`src/sv/ecc_pkg.sv`:
```
`timescale 1ns / 1ps
// ----------------------------------------------------------------------------
// ecc_pkg
// Shared types and codes for the elliptic-curve ElGamal point cipher.
// ----------------------------------------------------------------------------
package ecc_pkg;

  localparam int unsigned CoordBits = 10;

  typedef logic [CoordBits-1:0] coord_t;

  typedef struct packed {
    logic   operation;
    coord_t in_a_x;
    coord_t in_a_y;
    coord_t in_b_x;
    coord_t in_b_y;
    coord_t nonce;
  } in_item_t;

  typedef struct packed {
    coord_t out_a_x;
    coord_t out_a_y;
    coord_t out_b_x;
    coord_t out_b_y;
  } out_item_t;

  localparam logic [2:0] RegCurveA  = 3'd0;
  localparam logic [2:0] RegModulus = 3'd1;
  localparam logic [2:0] RegGenX    = 3'd2;
  localparam logic [2:0] RegGenY    = 3'd3;
  localparam logic [2:0] RegPrivKey = 3'd4;

  localparam logic OpEncrypt = 1'b0;
  localparam logic OpDecrypt = 1'b1;

  // Modular unit operations.
  localparam logic [1:0] MopReduce = 2'd0;
  localparam logic [1:0] MopMul    = 2'd1;
  localparam logic [1:0] MopInv    = 2'd2;

  // Point-operation commands to the datapath.
  typedef enum logic [3:0] {
    CMD_NONE  = 4'd0,
    CMD_LOAD  = 4'd1,  // reduce inputs and config into working registers
    CMD_SMUL  = 4'd2,  // acc = scal * run
    CMD_ADD   = 4'd3,  // acc = opa + opb
    CMD_DONE  = 4'd4
  } cmd_t;

  // Operand sources for a scalar multiply / point add.
  typedef enum logic [2:0] {
    SRC_G   = 3'd0,
    SRC_PA  = 3'd1,
    SRC_PB  = 3'd2,
    SRC_T0  = 3'd3,
    SRC_T1  = 3'd4,
    SRC_NEG = 3'd5,
    SRC_INF = 3'd6
  } src_t;

  typedef enum logic [1:0] {
    SCL_D    = 2'd0,
    SCL_K    = 2'd1
  } scl_t;

  typedef enum logic [1:0] {
    DST_T0 = 2'd0,
    DST_T1 = 2'd1,
    DST_R1 = 2'd2,
    DST_R2 = 2'd3
  } dst_t;

  typedef struct packed {
    logic start;
    cmd_t cmd;
    src_t src_a;
    src_t src_b;
    scl_t scl;
    dst_t dst;
  } dp_cmd_t;

  typedef struct packed {
    logic busy;
  } dp_sts_t;

endpackage

```
`src/sv/ecc_modu.sv`:
```
`timescale 1ns / 1ps
// ----------------------------------------------------------------------------
// ecc_modu
// Modular arithmetic unit: reduce, multiply and extended Euclid inverse,
// one shift-subtract step per cycle.
// ----------------------------------------------------------------------------
module ecc_modu #(
  parameter int unsigned CB = 10
) (
  input  logic          clk,
  input  logic          rst,
  input  logic          start,
  input  logic [1:0]    op,     // 0 reduce(a), 1 a*b mod p, 2 inverse(a)
  input  logic [CB-1:0] a,
  input  logic [CB-1:0] b,
  input  logic [CB-1:0] p,
  output logic          busy,
  output logic [CB-1:0] res
);
  import ecc_pkg::*;

  localparam int unsigned WW = 2 * CB + 1;
  localparam int unsigned SW = 2 * CB + 2;
  localparam int unsigned CW = $clog2(2 * CB + 2);

  typedef enum logic [3:0] {
    M_IDLE = 4'b0001,
    M_RED  = 4'b0010,
    M_EUC  = 4'b0100,
    M_FIN  = 4'b1000
  } mst_t;

  mst_t            st;
  logic [WW-1:0]   rem;
  logic [WW-1:0]   dvs;
  logic [CW-1:0]   cnt;
  logic [1:0]      opr;
  // Euclid registers: r, nr unsigned; t, nt signed.
  logic [CB-1:0]   er, enr;
  logic signed [SW-1:0] et, ent;
  // Euclid division: quotient by shift-subtract over sh.
  logic [CB-1:0]   qr;         // remainder being reduced
  logic signed [SW-1:0] tacc;  // t - q*nt accumulated
  logic [CB-1:0]   dshift;
  logic signed [SW-1:0] nshift;
  logic [CW-1:0]   sh;
  logic            indiv;
  logic [WW-1:0]   prod;

  assign prod = WW'(a) * WW'(b);
  assign busy = (st != M_IDLE);

  always_ff @(posedge clk) begin
    if (rst) begin
      st <= M_IDLE;
    end else begin
      unique case (st)
        M_IDLE: begin
          if (start) begin
            opr <= op;
            if (op == MopInv) begin
              er    <= p;
              enr   <= a;
              et    <= '0;
              ent   <= SW'(1);
              indiv <= 1'b0;
              st    <= M_EUC;
            end else begin
              rem <= (op == MopMul) ? prod : WW'(a);
              dvs <= WW'(p) << CB;
              cnt <= CW'(CB);
              st  <= M_RED;
            end
          end
        end
        M_RED: begin
          // one restoring-division step per cycle
          if (rem >= dvs) rem <= rem - dvs;
          dvs <= dvs >> 1;
          if (cnt == '0) st <= M_FIN;
          else cnt <= cnt - 1'b1;
        end
        M_EUC: begin
          if (!indiv) begin
            if (enr == '0) begin
              st <= M_FIN;
            end else begin
              // align divisor under remainder, largest shift first
              qr     <= er;
              tacc   <= et;
              dshift <= enr;
              nshift <= ent;
              sh     <= '0;
              indiv  <= 1'b1;
            end
          end else if ((dshift[CB-1] == 1'b0) && ({dshift, 1'b0} <= {1'b0, qr})) begin
            dshift <= dshift << 1;
            nshift <= nshift <<< 1;
            sh     <= sh + 1'b1;
          end else begin
            if (qr >= dshift) begin
              qr   <= qr - dshift;
              tacc <= tacc - nshift;
            end
            dshift <= dshift >> 1;
            nshift <= nshift >>> 1;
            if (sh == '0) begin
              indiv <= 1'b0;
              er    <= enr;
              et    <= ent;
              enr   <= (qr >= dshift) ? qr - dshift : qr;
              ent   <= (qr >= dshift) ? tacc - nshift : tacc;
            end else begin
              sh <= sh - 1'b1;
            end
          end
        end
        M_FIN: begin
          if (opr == MopInv) begin
            if (er > CB'(1)) res <= p - CB'(1);
            else if (et < 0) res <= CB'(et + $signed({2'b00, p}));
            else res <= CB'(et);
          end else begin
            res <= rem[CB-1:0];
          end
          st <= M_IDLE;
        end
        default: st <= M_IDLE;
      endcase
    end
  end
endmodule

```
`src/sv/ecc_dpath.sv`:
```
`timescale 1ns / 1ps
// ----------------------------------------------------------------------------
// ecc_dpath
// Point datapath: working points, scalar multiply sequencing over point add
// and double, field multiplies, reductions and inverses through one shared modular unit.
// ----------------------------------------------------------------------------
module ecc_dpath #(
  parameter int unsigned CB = 10
) (
  input  logic              clk,
  input  logic              rst,
  input  ecc_pkg::dp_cmd_t  cmd,
  input  ecc_pkg::in_item_t item,
  input  logic [CB-1:0]     cfg_a,
  input  logic [CB-1:0]     cfg_p,
  input  logic [CB-1:0]     cfg_gx,
  input  logic [CB-1:0]     cfg_gy,
  input  logic [CB-1:0]     cfg_d,
  output ecc_pkg::dp_sts_t  sts,
  output ecc_pkg::out_item_t res
);
  import ecc_pkg::*;

  localparam int unsigned BW = $clog2(CB + 1);

  typedef enum logic [17:0] {
    P_IDLE = 18'd1 << 0,
    P_LD   = 18'd1 << 1,
    P_LDW  = 18'd1 << 2,
    P_BIT  = 18'd1 << 3,
    P_ADD  = 18'd1 << 4,   // start point add acc+run or opa+opb
    P_DBL  = 18'd1 << 5,
    P_M1   = 18'd1 << 6,   // field op issue
    P_W1   = 18'd1 << 7,
    P_M2   = 18'd1 << 8,
    P_W2   = 18'd1 << 9,
    P_M3   = 18'd1 << 10,
    P_W3   = 18'd1 << 11,
    P_M4   = 18'd1 << 12,
    P_W4   = 18'd1 << 13,
    P_PEND = 18'd1 << 14,
    P_STO  = 18'd1 << 15,
    P_M0   = 18'd1 << 16,
    P_W0   = 18'd1 << 17
  } pst_t;

  pst_t          st;
  logic [CB-1:0] p;
  logic [CB-1:0] ca;
  logic [CB-1:0] gx, gy, pax, pay, pbx, pby, t0x, t0y, t1x, t1y;
  logic [CB-1:0] scal;
  logic [BW-1:0] bi;
  logic          in_smul, is_dbl, ld_op;
  dst_t          dst;
  logic [2:0]    ldi;
  // point operation operands and result
  logic [CB-1:0] ux, uy, vx, vy, rx, ry, m, tq;
  logic [CB-1:0] accx, accy, runx, runy;
  // modular unit
  logic          mstart;
  logic [1:0]    mop;
  logic [CB-1:0] ma, mb, mres;
  logic          mbusy;

  ecc_modu #(.CB(CB)) u_modu (
    .clk(clk), .rst(rst), .start(mstart), .op(mop), .a(ma), .b(mb), .p(p),
    .busy(mbusy), .res(mres)
  );

  function automatic logic [CB-1:0] fadd(logic [CB-1:0] x, logic [CB-1:0] y,
                                         logic [CB-1:0] q);
    logic [CB:0] s;
    s = {1'b0, x} + {1'b0, y};
    return (s >= {1'b0, q}) ? CB'(s - {1'b0, q}) : s[CB-1:0];
  endfunction

  function automatic logic [CB-1:0] fsub(logic [CB-1:0] x, logic [CB-1:0] y,
                                         logic [CB-1:0] q);
    return (x >= y) ? x - y : x + (q - y);
  endfunction

  function automatic logic [CB-1:0] pick_x(src_t s, logic [CB-1:0] g, logic [CB-1:0] a,
                                           logic [CB-1:0] b, logic [CB-1:0] t0,
                                           logic [CB-1:0] t1);
    unique case (s)
      SRC_G:   return g;
      SRC_PA:  return a;
      SRC_PB:  return b;
      SRC_T0:  return t0;
      SRC_T1:  return t1;
      default: return '0;
    endcase
  endfunction

  assign sts.busy = (st != P_IDLE);

  logic [CB-1:0] negy;
  assign negy = (t0y == '0) ? '0 : p - t0y;

  always_ff @(posedge clk) begin
    if (rst) begin
      st     <= P_IDLE;
      mstart <= 1'b0;
    end else begin
      mstart <= 1'b0;
      unique case (st)
        P_IDLE: begin
          if (cmd.start) begin
            dst <= cmd.dst;
            unique case (cmd.cmd)
              CMD_LOAD: begin
                p   <= (cfg_p < CB'(3)) ? CB'(3) : cfg_p;
                ldi <= '0;
                st  <= P_LD;
              end
              CMD_SMUL: begin
                in_smul <= 1'b1;
                accx <= '0; accy <= '0;
                runx <= pick_x(cmd.src_a, gx, pax, pbx, t0x, t1x);
                runy <= pick_x(cmd.src_a, gy, pay, pby, t0y, t1y);
                scal <= (cmd.scl == SCL_D) ? cfg_d : item.nonce;
                bi   <= '0;
                st   <= P_BIT;
              end
              CMD_ADD: begin
                in_smul <= 1'b0;
                ux <= pick_x(cmd.src_a, gx, pax, pbx, t0x, t1x);
                uy <= pick_x(cmd.src_a, gy, pay, pby, t0y, t1y);
                vx <= (cmd.src_b == SRC_NEG) ? t0x : pick_x(cmd.src_b, gx, pax, pbx, t0x, t1x);
                vy <= (cmd.src_b == SRC_NEG) ? negy
                                             : pick_x(cmd.src_b, gy, pay, pby, t0y, t1y);
                st <= P_ADD;
              end
              CMD_DONE: begin
                res.out_a_x <= t1x;
                res.out_a_y <= t1y;
                res.out_b_x <= (item.operation == OpDecrypt) ? '0 : t0x;
                res.out_b_y <= (item.operation == OpDecrypt) ? '0 : t0y;
              end
              default: ;
            endcase
          end
        end
        // reduce the seven inputs one after another
        P_LD: begin
          mstart <= 1'b1;
          mop    <= MopReduce;
          unique case (ldi)
            3'd0: ma <= cfg_a;
            3'd1: ma <= cfg_gx;
            3'd2: ma <= cfg_gy;
            3'd3: ma <= item.in_a_x;
            3'd4: ma <= item.in_a_y;
            3'd5: ma <= item.in_b_x;
            default: ma <= item.in_b_y;
          endcase
          st <= P_LDW;
        end
        P_LDW: begin
          if (!mstart && !mbusy) begin
            unique case (ldi)
              3'd0: ca  <= mres;
              3'd1: gx  <= mres;
              3'd2: gy  <= mres;
              3'd3: pax <= mres;
              3'd4: pay <= mres;
              3'd5: pbx <= mres;
              default: pby <= mres;
            endcase
            if (ldi == 3'd6) st <= P_IDLE;
            else begin
              ldi <= ldi + 1'b1;
              st  <= P_LD;
            end
          end
        end
        P_BIT: begin
          if (bi == BW'(CB)) begin
            st <= P_STO;
          end else if (scal[0]) begin
            ux <= accx; uy <= accy; vx <= runx; vy <= runy;
            st <= P_ADD;
          end else begin
            st <= P_DBL;
          end
        end
        P_DBL: begin
          ux <= runx; uy <= runy;
          is_dbl <= 1'b1;
          ld_op  <= 1'b0;
          if (runy == '0) begin
            rx <= '0; ry <= '0; st <= P_PEND;
          end else st <= P_M0;
        end
        P_ADD: begin
          ld_op <= 1'b1;
          if (ux == '0 && uy == '0) begin
            rx <= vx; ry <= vy; st <= P_PEND;
          end else if (vx == '0 && vy == '0) begin
            rx <= ux; ry <= uy; st <= P_PEND;
          end else if (ux == vx) begin
            if (uy == vy && uy != '0) begin
              is_dbl <= 1'b1; st <= P_M0;
            end else begin
              rx <= '0; ry <= '0; st <= P_PEND;
            end
          end else begin
            is_dbl <= 1'b0; st <= P_M1;
          end
        end
        // doubling numerator: x*x
        P_M0: begin
          mstart <= 1'b1; mop <= MopMul; ma <= ux; mb <= ux; st <= P_W0;
        end
        P_W0: if (!mstart && !mbusy) begin
          tq <= fadd(fadd(fadd(mres, mres, p), mres, p), ca, p);
          st <= P_M1;
        end
        // inverse of denominator
        P_M1: begin
          mstart <= 1'b1; mop <= MopInv;
          ma <= is_dbl ? fadd(uy, uy, p) : fsub(vx, ux, p);
          if (!is_dbl) tq <= fsub(vy, uy, p);
          st <= P_W1;
        end
        P_W1: if (!mstart && !mbusy) st <= P_M2;
        P_M2: begin
          mstart <= 1'b1; mop <= MopMul; ma <= tq; mb <= mres; st <= P_W2;
        end
        P_W2: if (!mstart && !mbusy) begin
          m <= mres; st <= P_M3;
        end
        P_M3: begin
          mstart <= 1'b1; mop <= MopMul; ma <= m; mb <= m; st <= P_W3;
        end
        P_W3: if (!mstart && !mbusy) begin
          rx <= is_dbl ? fsub(mres, fadd(ux, ux, p), p) : fsub(fsub(mres, ux, p), vx, p);
          st <= P_M4;
        end
        P_M4: begin
          mstart <= 1'b1; mop <= MopMul; ma <= m; mb <= fsub(ux, rx, p); st <= P_W4;
        end
        P_W4: if (!mstart && !mbusy) begin
          ry <= fsub(mres, uy, p); st <= P_PEND;
        end
        P_PEND: begin
          if (!in_smul) st <= P_STO;
          else if (ld_op) begin
            // finished acc + run, now double run
            accx <= rx; accy <= ry; st <= P_DBL;
          end else begin
            runx <= rx; runy <= ry;
            scal <= scal >> 1; bi <= bi + 1'b1; st <= P_BIT;
          end
        end
        P_STO: begin
          unique case (dst)
            DST_T0: begin t0x <= in_smul ? accx : rx; t0y <= in_smul ? accy : ry; end
            DST_T1: begin t1x <= in_smul ? accx : rx; t1y <= in_smul ? accy : ry; end
            default: ;
          endcase
          st <= P_IDLE;
        end
        default: st <= P_IDLE;
      endcase
    end
  end
endmodule

```
`src/sv/ecc_ctrl.sv`:
```
`timescale 1ns / 1ps
// ----------------------------------------------------------------------------
// ecc_ctrl
// Sequencer: issues the point-level commands for encrypt and decrypt.
// ----------------------------------------------------------------------------
module ecc_ctrl (
  input  logic             clk,
  input  logic             rst,
  input  logic             in_valid,
  input  logic             operation,
  input  logic             out_ready,
  input  ecc_pkg::dp_sts_t sts,
  output logic             in_ready,
  output logic             out_valid,
  output ecc_pkg::dp_cmd_t cmd
);
  import ecc_pkg::*;

  typedef enum logic [8:0] {
    S_IDLE = 9'b000000001,
    S_LOAD = 9'b000000010,
    S_DG   = 9'b000000100,  // T0 = d*G           | T0 = d*C1
    S_KDG  = 9'b000001000,  // T0 = k*T0          | T1 = C2 + (-T0)
    S_KG   = 9'b000010000,  // T1 = k*G
    S_ADD  = 9'b000100000,  // T0 = M + T0
    S_OUT  = 9'b001000000,
    S_WAIT = 9'b010000000,
    S_HOLD = 9'b100000000
  } cst_t;

  cst_t st, nxt;
  logic op;
  logic issued;

  assign in_ready = (st == S_IDLE);
  assign out_valid = (st == S_HOLD);

  always_comb begin
    cmd = '{start: 1'b0, cmd: CMD_NONE, src_a: SRC_G, src_b: SRC_G, scl: SCL_D,
            dst: DST_T0};
    unique case (st)
      S_LOAD: cmd.cmd = CMD_LOAD;
      S_DG: begin
        cmd.cmd = CMD_SMUL;
        cmd.src_a = (op == OpDecrypt) ? SRC_PA : SRC_G;
      end
      S_KDG: begin
        if (op == OpDecrypt) begin
          cmd.cmd = CMD_ADD; cmd.src_a = SRC_PB; cmd.src_b = SRC_NEG; cmd.dst = DST_T1;
        end else begin
          cmd.cmd = CMD_SMUL; cmd.src_a = SRC_T0; cmd.scl = SCL_K;
        end
      end
      S_KG: begin
        cmd.cmd = CMD_SMUL; cmd.scl = SCL_K; cmd.dst = DST_T1;
      end
      S_ADD: begin
        cmd.cmd = CMD_ADD; cmd.src_a = SRC_PA; cmd.src_b = SRC_T0;
      end
      S_OUT: cmd.cmd = CMD_DONE;
      default: ;
    endcase
    cmd.start = !issued && (st != S_IDLE) && (st != S_WAIT) && (st != S_HOLD) &&
                !sts.busy;
  end

  always_comb begin
    nxt = st;
    unique case (st)
      S_IDLE: if (in_valid) nxt = S_LOAD;
      S_LOAD: if (issued && !sts.busy) nxt = S_DG;
      S_DG:   if (issued && !sts.busy) nxt = S_KDG;
      S_KDG:  if (issued && !sts.busy) nxt = (op == OpDecrypt) ? S_OUT : S_KG;
      S_KG:   if (issued && !sts.busy) nxt = S_ADD;
      S_ADD:  if (issued && !sts.busy) nxt = S_OUT;
      S_OUT:  if (issued) nxt = S_WAIT;
      S_WAIT: nxt = S_HOLD;
      S_HOLD: if (out_ready) nxt = S_IDLE;
      default: nxt = S_IDLE;
    endcase
  end

  always_ff @(posedge clk) begin
    if (rst) begin
      st     <= S_IDLE;
      issued <= 1'b0;
    end else begin
      st <= nxt;
      if (nxt != st) issued <= 1'b0;
      else if (cmd.start) issued <= 1'b1;
      if (st == S_IDLE && in_valid) op <= operation;
    end
  end

  a_one_side: assert property (@(posedge clk) disable iff (rst) !(in_ready && out_valid))
    else $error("input and output both open");
  a_out_hold: assert property (@(posedge clk) disable iff (rst)
    out_valid && !out_ready |=> out_valid) else $error("result dropped");
  a_idle_dp: assert property (@(posedge clk) disable iff (rst)
    in_ready |-> !sts.busy) else $error("datapath busy while idle");
endmodule

```
`src/sv/ecc_elgamal_point_cipher_unit.sv`:
```
`timescale 1ns / 1ps
// ----------------------------------------------------------------------------
// ecc_elgamal_point_cipher_unit
// Elliptic-curve ElGamal encrypt/decrypt over a small prime field.
// ----------------------------------------------------------------------------
// One transaction at a time. Encrypt runs three scalar multiplies (d*G, k*dG,
// k*G) and one point add; decrypt runs one scalar multiply and one add. Each
// point op goes through a single shared modular unit, for its multiplies and
// inverses alike.
// Configuration writes are taken only while the block is idle.
module ecc_elgamal_point_cipher_unit (
  input  logic               clk,
  input  logic               rst,
  input  logic               in_valid,
  output logic               in_ready,
  input  ecc_pkg::in_item_t  in_data,
  output logic               out_valid,
  input  logic               out_ready,
  output ecc_pkg::out_item_t out_data,
  input  logic               cfg_valid,
  output logic               cfg_ready,
  input  logic [2:0]         cfg_index,
  input  ecc_pkg::coord_t    cfg_data
);
  import ecc_pkg::*;

  coord_t curve_a, modulus, gen_x, gen_y, private_key;
  in_item_t item;
  dp_cmd_t  cmd;
  dp_sts_t  sts;

  // take a write only with nothing in flight and no transaction arriving
  assign cfg_ready = in_ready && !in_valid;

  // configuration registers
  always_ff @(posedge clk) begin
    if (rst) begin
      curve_a     <= coord_t'(2);
      modulus     <= coord_t'(521);
      gen_x       <= coord_t'(3);
      gen_y       <= coord_t'(6);
      private_key <= coord_t'(15);
    end else if (cfg_valid && cfg_ready) begin
      unique case (cfg_index)
        RegCurveA:  curve_a     <= cfg_data;
        RegModulus: modulus     <= cfg_data;
        RegGenX:    gen_x       <= cfg_data;
        RegGenY:    gen_y       <= cfg_data;
        RegPrivKey: private_key <= cfg_data;
        default: ;
      endcase
    end
  end

  // hold the accepted transaction
  always_ff @(posedge clk) begin
    if (in_valid && in_ready) item <= in_data;
  end

  ecc_ctrl u_ctrl (
    .clk(clk), .rst(rst), .in_valid(in_valid), .operation(in_data.operation),
    .out_ready(out_ready), .sts(sts), .in_ready(in_ready), .out_valid(out_valid),
    .cmd(cmd)
  );

  ecc_dpath #(.CB(CoordBits)) u_dpath (
    .clk(clk), .rst(rst), .cmd(cmd), .item(item), .cfg_a(curve_a), .cfg_p(modulus),
    .cfg_gx(gen_x), .cfg_gy(gen_y), .cfg_d(private_key), .sts(sts), .res(out_data)
  );

  a_hold_data: assert property (@(posedge clk) disable iff (rst)
    out_valid && !out_ready |=> $stable(out_data)) else $error("result changed");
  a_no_accept: assert property (@(posedge clk) disable iff (rst)
    out_valid |-> !in_ready) else $error("accepted while result pending");
  a_dec_zero: assert property (@(posedge clk) disable iff (rst)
    out_valid && item.operation == OpDecrypt |-> out_data.out_b_x == '0)
    else $error("decrypt second point not zero");
endmodule

```
`config.mk`:
```
export PLATFORM = sky130hd
export DESIGN_NAME = ecc_elgamal_point_cipher_unit
export DESIGN_NICKNAME = d
export VERILOG_FILES = /design/src/sv/ecc_pkg.sv /design/src/sv/ecc_modu.sv /design/src/sv/ecc_dpath.sv /design/src/sv/ecc_ctrl.sv /design/src/sv/ecc_elgamal_point_cipher_unit.sv
export SDC_FILE = /design/constraint.sdc
export NUM_CORES = 2
export LEC_CHECK = 0
export ABC_AREA = 1
export BUFFER_PORTS_ARGS = -buffer_cell sky130_fd_sc_hd__buf_2
export CORE_UTILIZATION = 30
export CTS_CLUSTER_SIZE = 25
export DETAILED_ROUTE_END_ITERATION = 12
export GPL_ROUTABILITY_DRIVEN = 1
export PLACE_DENSITY = 0.54
export SETUP_SLACK_MARGIN = 0.3
export SYNTH_ARGS = -nofsm -noshare
export SYNTH_HDL_FRONTEND = slang
export SYNTH_SLANG_ARGS = --single-unit
export TNS_END_PERCENT = 20
```
`constraint.sdc`:
```
create_clock -name clk -period 9.2 [get_ports clk]
set_input_delay 0.46 -clock clk [delete_from_list [all_inputs] [get_ports clk]]
set_output_delay 0.46 -clock clk [all_outputs]
set_load 0.02 [all_outputs]
```
==> flow_metrics.tcl <==
set metrics [dict create \
    overflow 0 \
    drc 0 \
    gp_congestion 0.966 \
    fin_worst_skew_ns 0.0391 \
    hold_class "input pin to flop" \
    grt_max_degree 87 \
    arrival_ns 8.79 \
    syn_avg_cell_area_um2 8.09 \
    chipWidth_um 403 \
    ys_top_cells_by_count "nand2_1 (1345), inv_1 (773), edfxtp_1 (567)" \
    synth_edf_count 567 \
    clockBufferDepth 3 \
    rsz0062_at_grt "false" \
    fin_crit_ns 8.34 \
    grt_pass1_wl_mm 255 \
    cts_sinks 650 \
    ys_types 62 \
    port_buffers 111 \
    hold_violations 0 \
    cp-end-kind "flop" \
    slew-limit-headroom_pct 22.3 \
    clockRootBuffer "clkbuf_16" \
    required_ns 9.65 \
    maxCapViolations 0 \
    cp-start-kind "flop" \
    tightest_slew_ns 1.16 \
    fin_tns_setup_ns 0 \
    initial_core_util_pct 30.3 \
    nets 6678 \
    via_per_inst 5.16 \
    yosys_warnings 0 \
    tritoncts "built" \
    wl_mm 171 \
    cp_num_buf_inv 9 \
    synthCells 5959 \
    die_area_um2 162000 \
    slowest_stage "fa_1" \
    powerDensity_nw_per_um2 192 \
    critPathKind "flop to flop" \
    status "complete, no violations" \
    yosys.area.top_type "edfxtp_1" \
    finalMaxSlewViolations 0 \
    placementRows 146 \
    cp_max_fo 14 \
    p_leak_uw 0.0241 \
    fin_crit_sh_pct 90.7 \
    path_clk_slew_ns 0.06 \
    numCtsBuffers 77 \
    utilization_pct 34.5 \
    yosysSeqAreaShare_pct 38.8 \
    clock_latency_ns 0.71 \
    max_stage_delay_ns 0.53 \
    synth_area_leaders "edfxtp_1 (35%), nand2_1 (10%), ha_1 (9.6%)" \
    grt_pass1_vias 41100 \
    core_area_um2 159000 \
    dr.first_iter.drc_count 4063 \
    peakVddDrop_mv 0.151 \
    cp_common_cell "inv_1" \
    synth.most_common_cell "nand2_1" \
    synth_seq_cells 650 \
    synth_top_area_share_pct 35.3 \
    drive_above_1_share_pct 7.27 \
    ant_nets 0 \
    grt.total_usage_pct 20.5 \
    cts-htree-levels 3 \
    synth_flop_cell "edfxtp_1" \
    synth_area_um2 48200 \
    crit_family "adder cells" \
    drt_first_pass_iters 7 \
    boundaryPins 112 \
    hpwl_mm 129 \
    async_flop_share_pct 0 \
    num_vias 42600 \
    syn2layout_area_growth_pct 13.7 \
    die_h_um 403 \
    wl_per_cell_um 20.7 \
    setup_viol 0 \
    fmax_mhz 120 \
    antenna_found_initial 8 \
]
==> state kept, by name, indices dropped and copies added, names as in the netlist, 18 cells and up <==
name	cells
u_dpath.u_modu.dvs	20
item	51
u_dpath.u_modu.rem	21
u_dpath.res	40
u_dpath.u_modu.et	22
u_dpath.u_modu.tacc	22
u_dpath.st	18
u_dpath.u_modu.ent	22
u_dpath.u_modu.nshift	22
==> layer usage <==
metal	up-vias	global-route usage, %	wire length [um]
li1	20500	-	-
met1	20500	28.2	77000
met2	1378	33.4	78200
met3	247	2.85	10200
met4	4	6.06	5250
met5	-	0	23
==> worst paths after layout <==
path                            cells past startpoint         endpoint  slack (ns)                   from
worst max-delay path                               40    u_dpath.tq[8]        0.86  u_dpath.u_modu.res[0]
worst min-delay path                                3       curve_a[6]        0.09            cfg_data[6]
worst max register to register                     40    u_dpath.tq[8]        0.86  u_dpath.u_modu.res[0]
worst min register to register                      0  u_dpath.res[31]        0.42         u_dpath.t1x[1]
==> tightest hold or removal path: cells and delay by family <==
kind | cells | cell delay [ns]
buffers and inverters | 1 | 0.10
AO/OA/AOI/OAI | 2 | 0.20
==> cell families after synthesis <==
| group | count (synthesis) | share of synthesized area (%) |
|---|---|---|
| and+or+nand+nor | 2550 | 22.4 |
| AOI/OAI and AO/OA | 1089 | 12.9 |
| buffers and inverters | 975 | 7.73 |
| DFF | 650 | 38.8 |
| adders and majority gates | 486 | 14.4 |
| xor gates and xnor gates | 205 | 3.73 |
| muxes | 3 | 0.0623 |
| other | 1 | 0.00778 |
==> layout make-up <==
cell class	count	area, um2
clock inverters	49	731
clock buffers	93	2040
inverters	809	3040
multi-input cells	4335	25900
repair buffers	250	1730
diodes	1	2.50
flip-flops and latches	650	18700
well taps	2072	2590
fillers	16700	104000
==> cells in the final DEF (no fill, tap or decap), drive strengths merged, types with 89 or more instances in the layout <==
master / count
buf: 199
fa: 115
o21ai: 431
clkbuf: 93
edfxtp: 567
xor2: 116
ha: 371
xnor2: 89
nand4: 107
nand2: 1362
inv: 803
nor2: 561
a21oi: 343
nand3: 385
==> metrics by stage <==
stage               area, um2  hold slack (ns)  power [uW]  cells  worst slack (ns)
global placement        51400            0.405        7140   8059             0.519
finish                  54800           0.0895       10500   8259             0.860
detailed placement      51400            0.405        7130   8059             0.549
CTS                     54700           0.0520       10500   8252             0.494
global route            54800           0.0745       11100   8258             0.321
floorplan               48200            0.400        6020   5960              1.08
==> report_power, final <==
part	internal, uW	switching, uW	total [uW]
Clock	1950	1390	3340
Sequential	3320	158	3480
Combinational	1250	2460	3710
Total	6520	4010	10500
==> what timing repair did <==
item	in CTS	in global routing
hold endpoints to repair	52	0
setup buffers	0	6
hold buffers	51	0
endpoints found under the setup margin	0	10
resized for setup	0	10
Power figures use the tool's default switching activity.
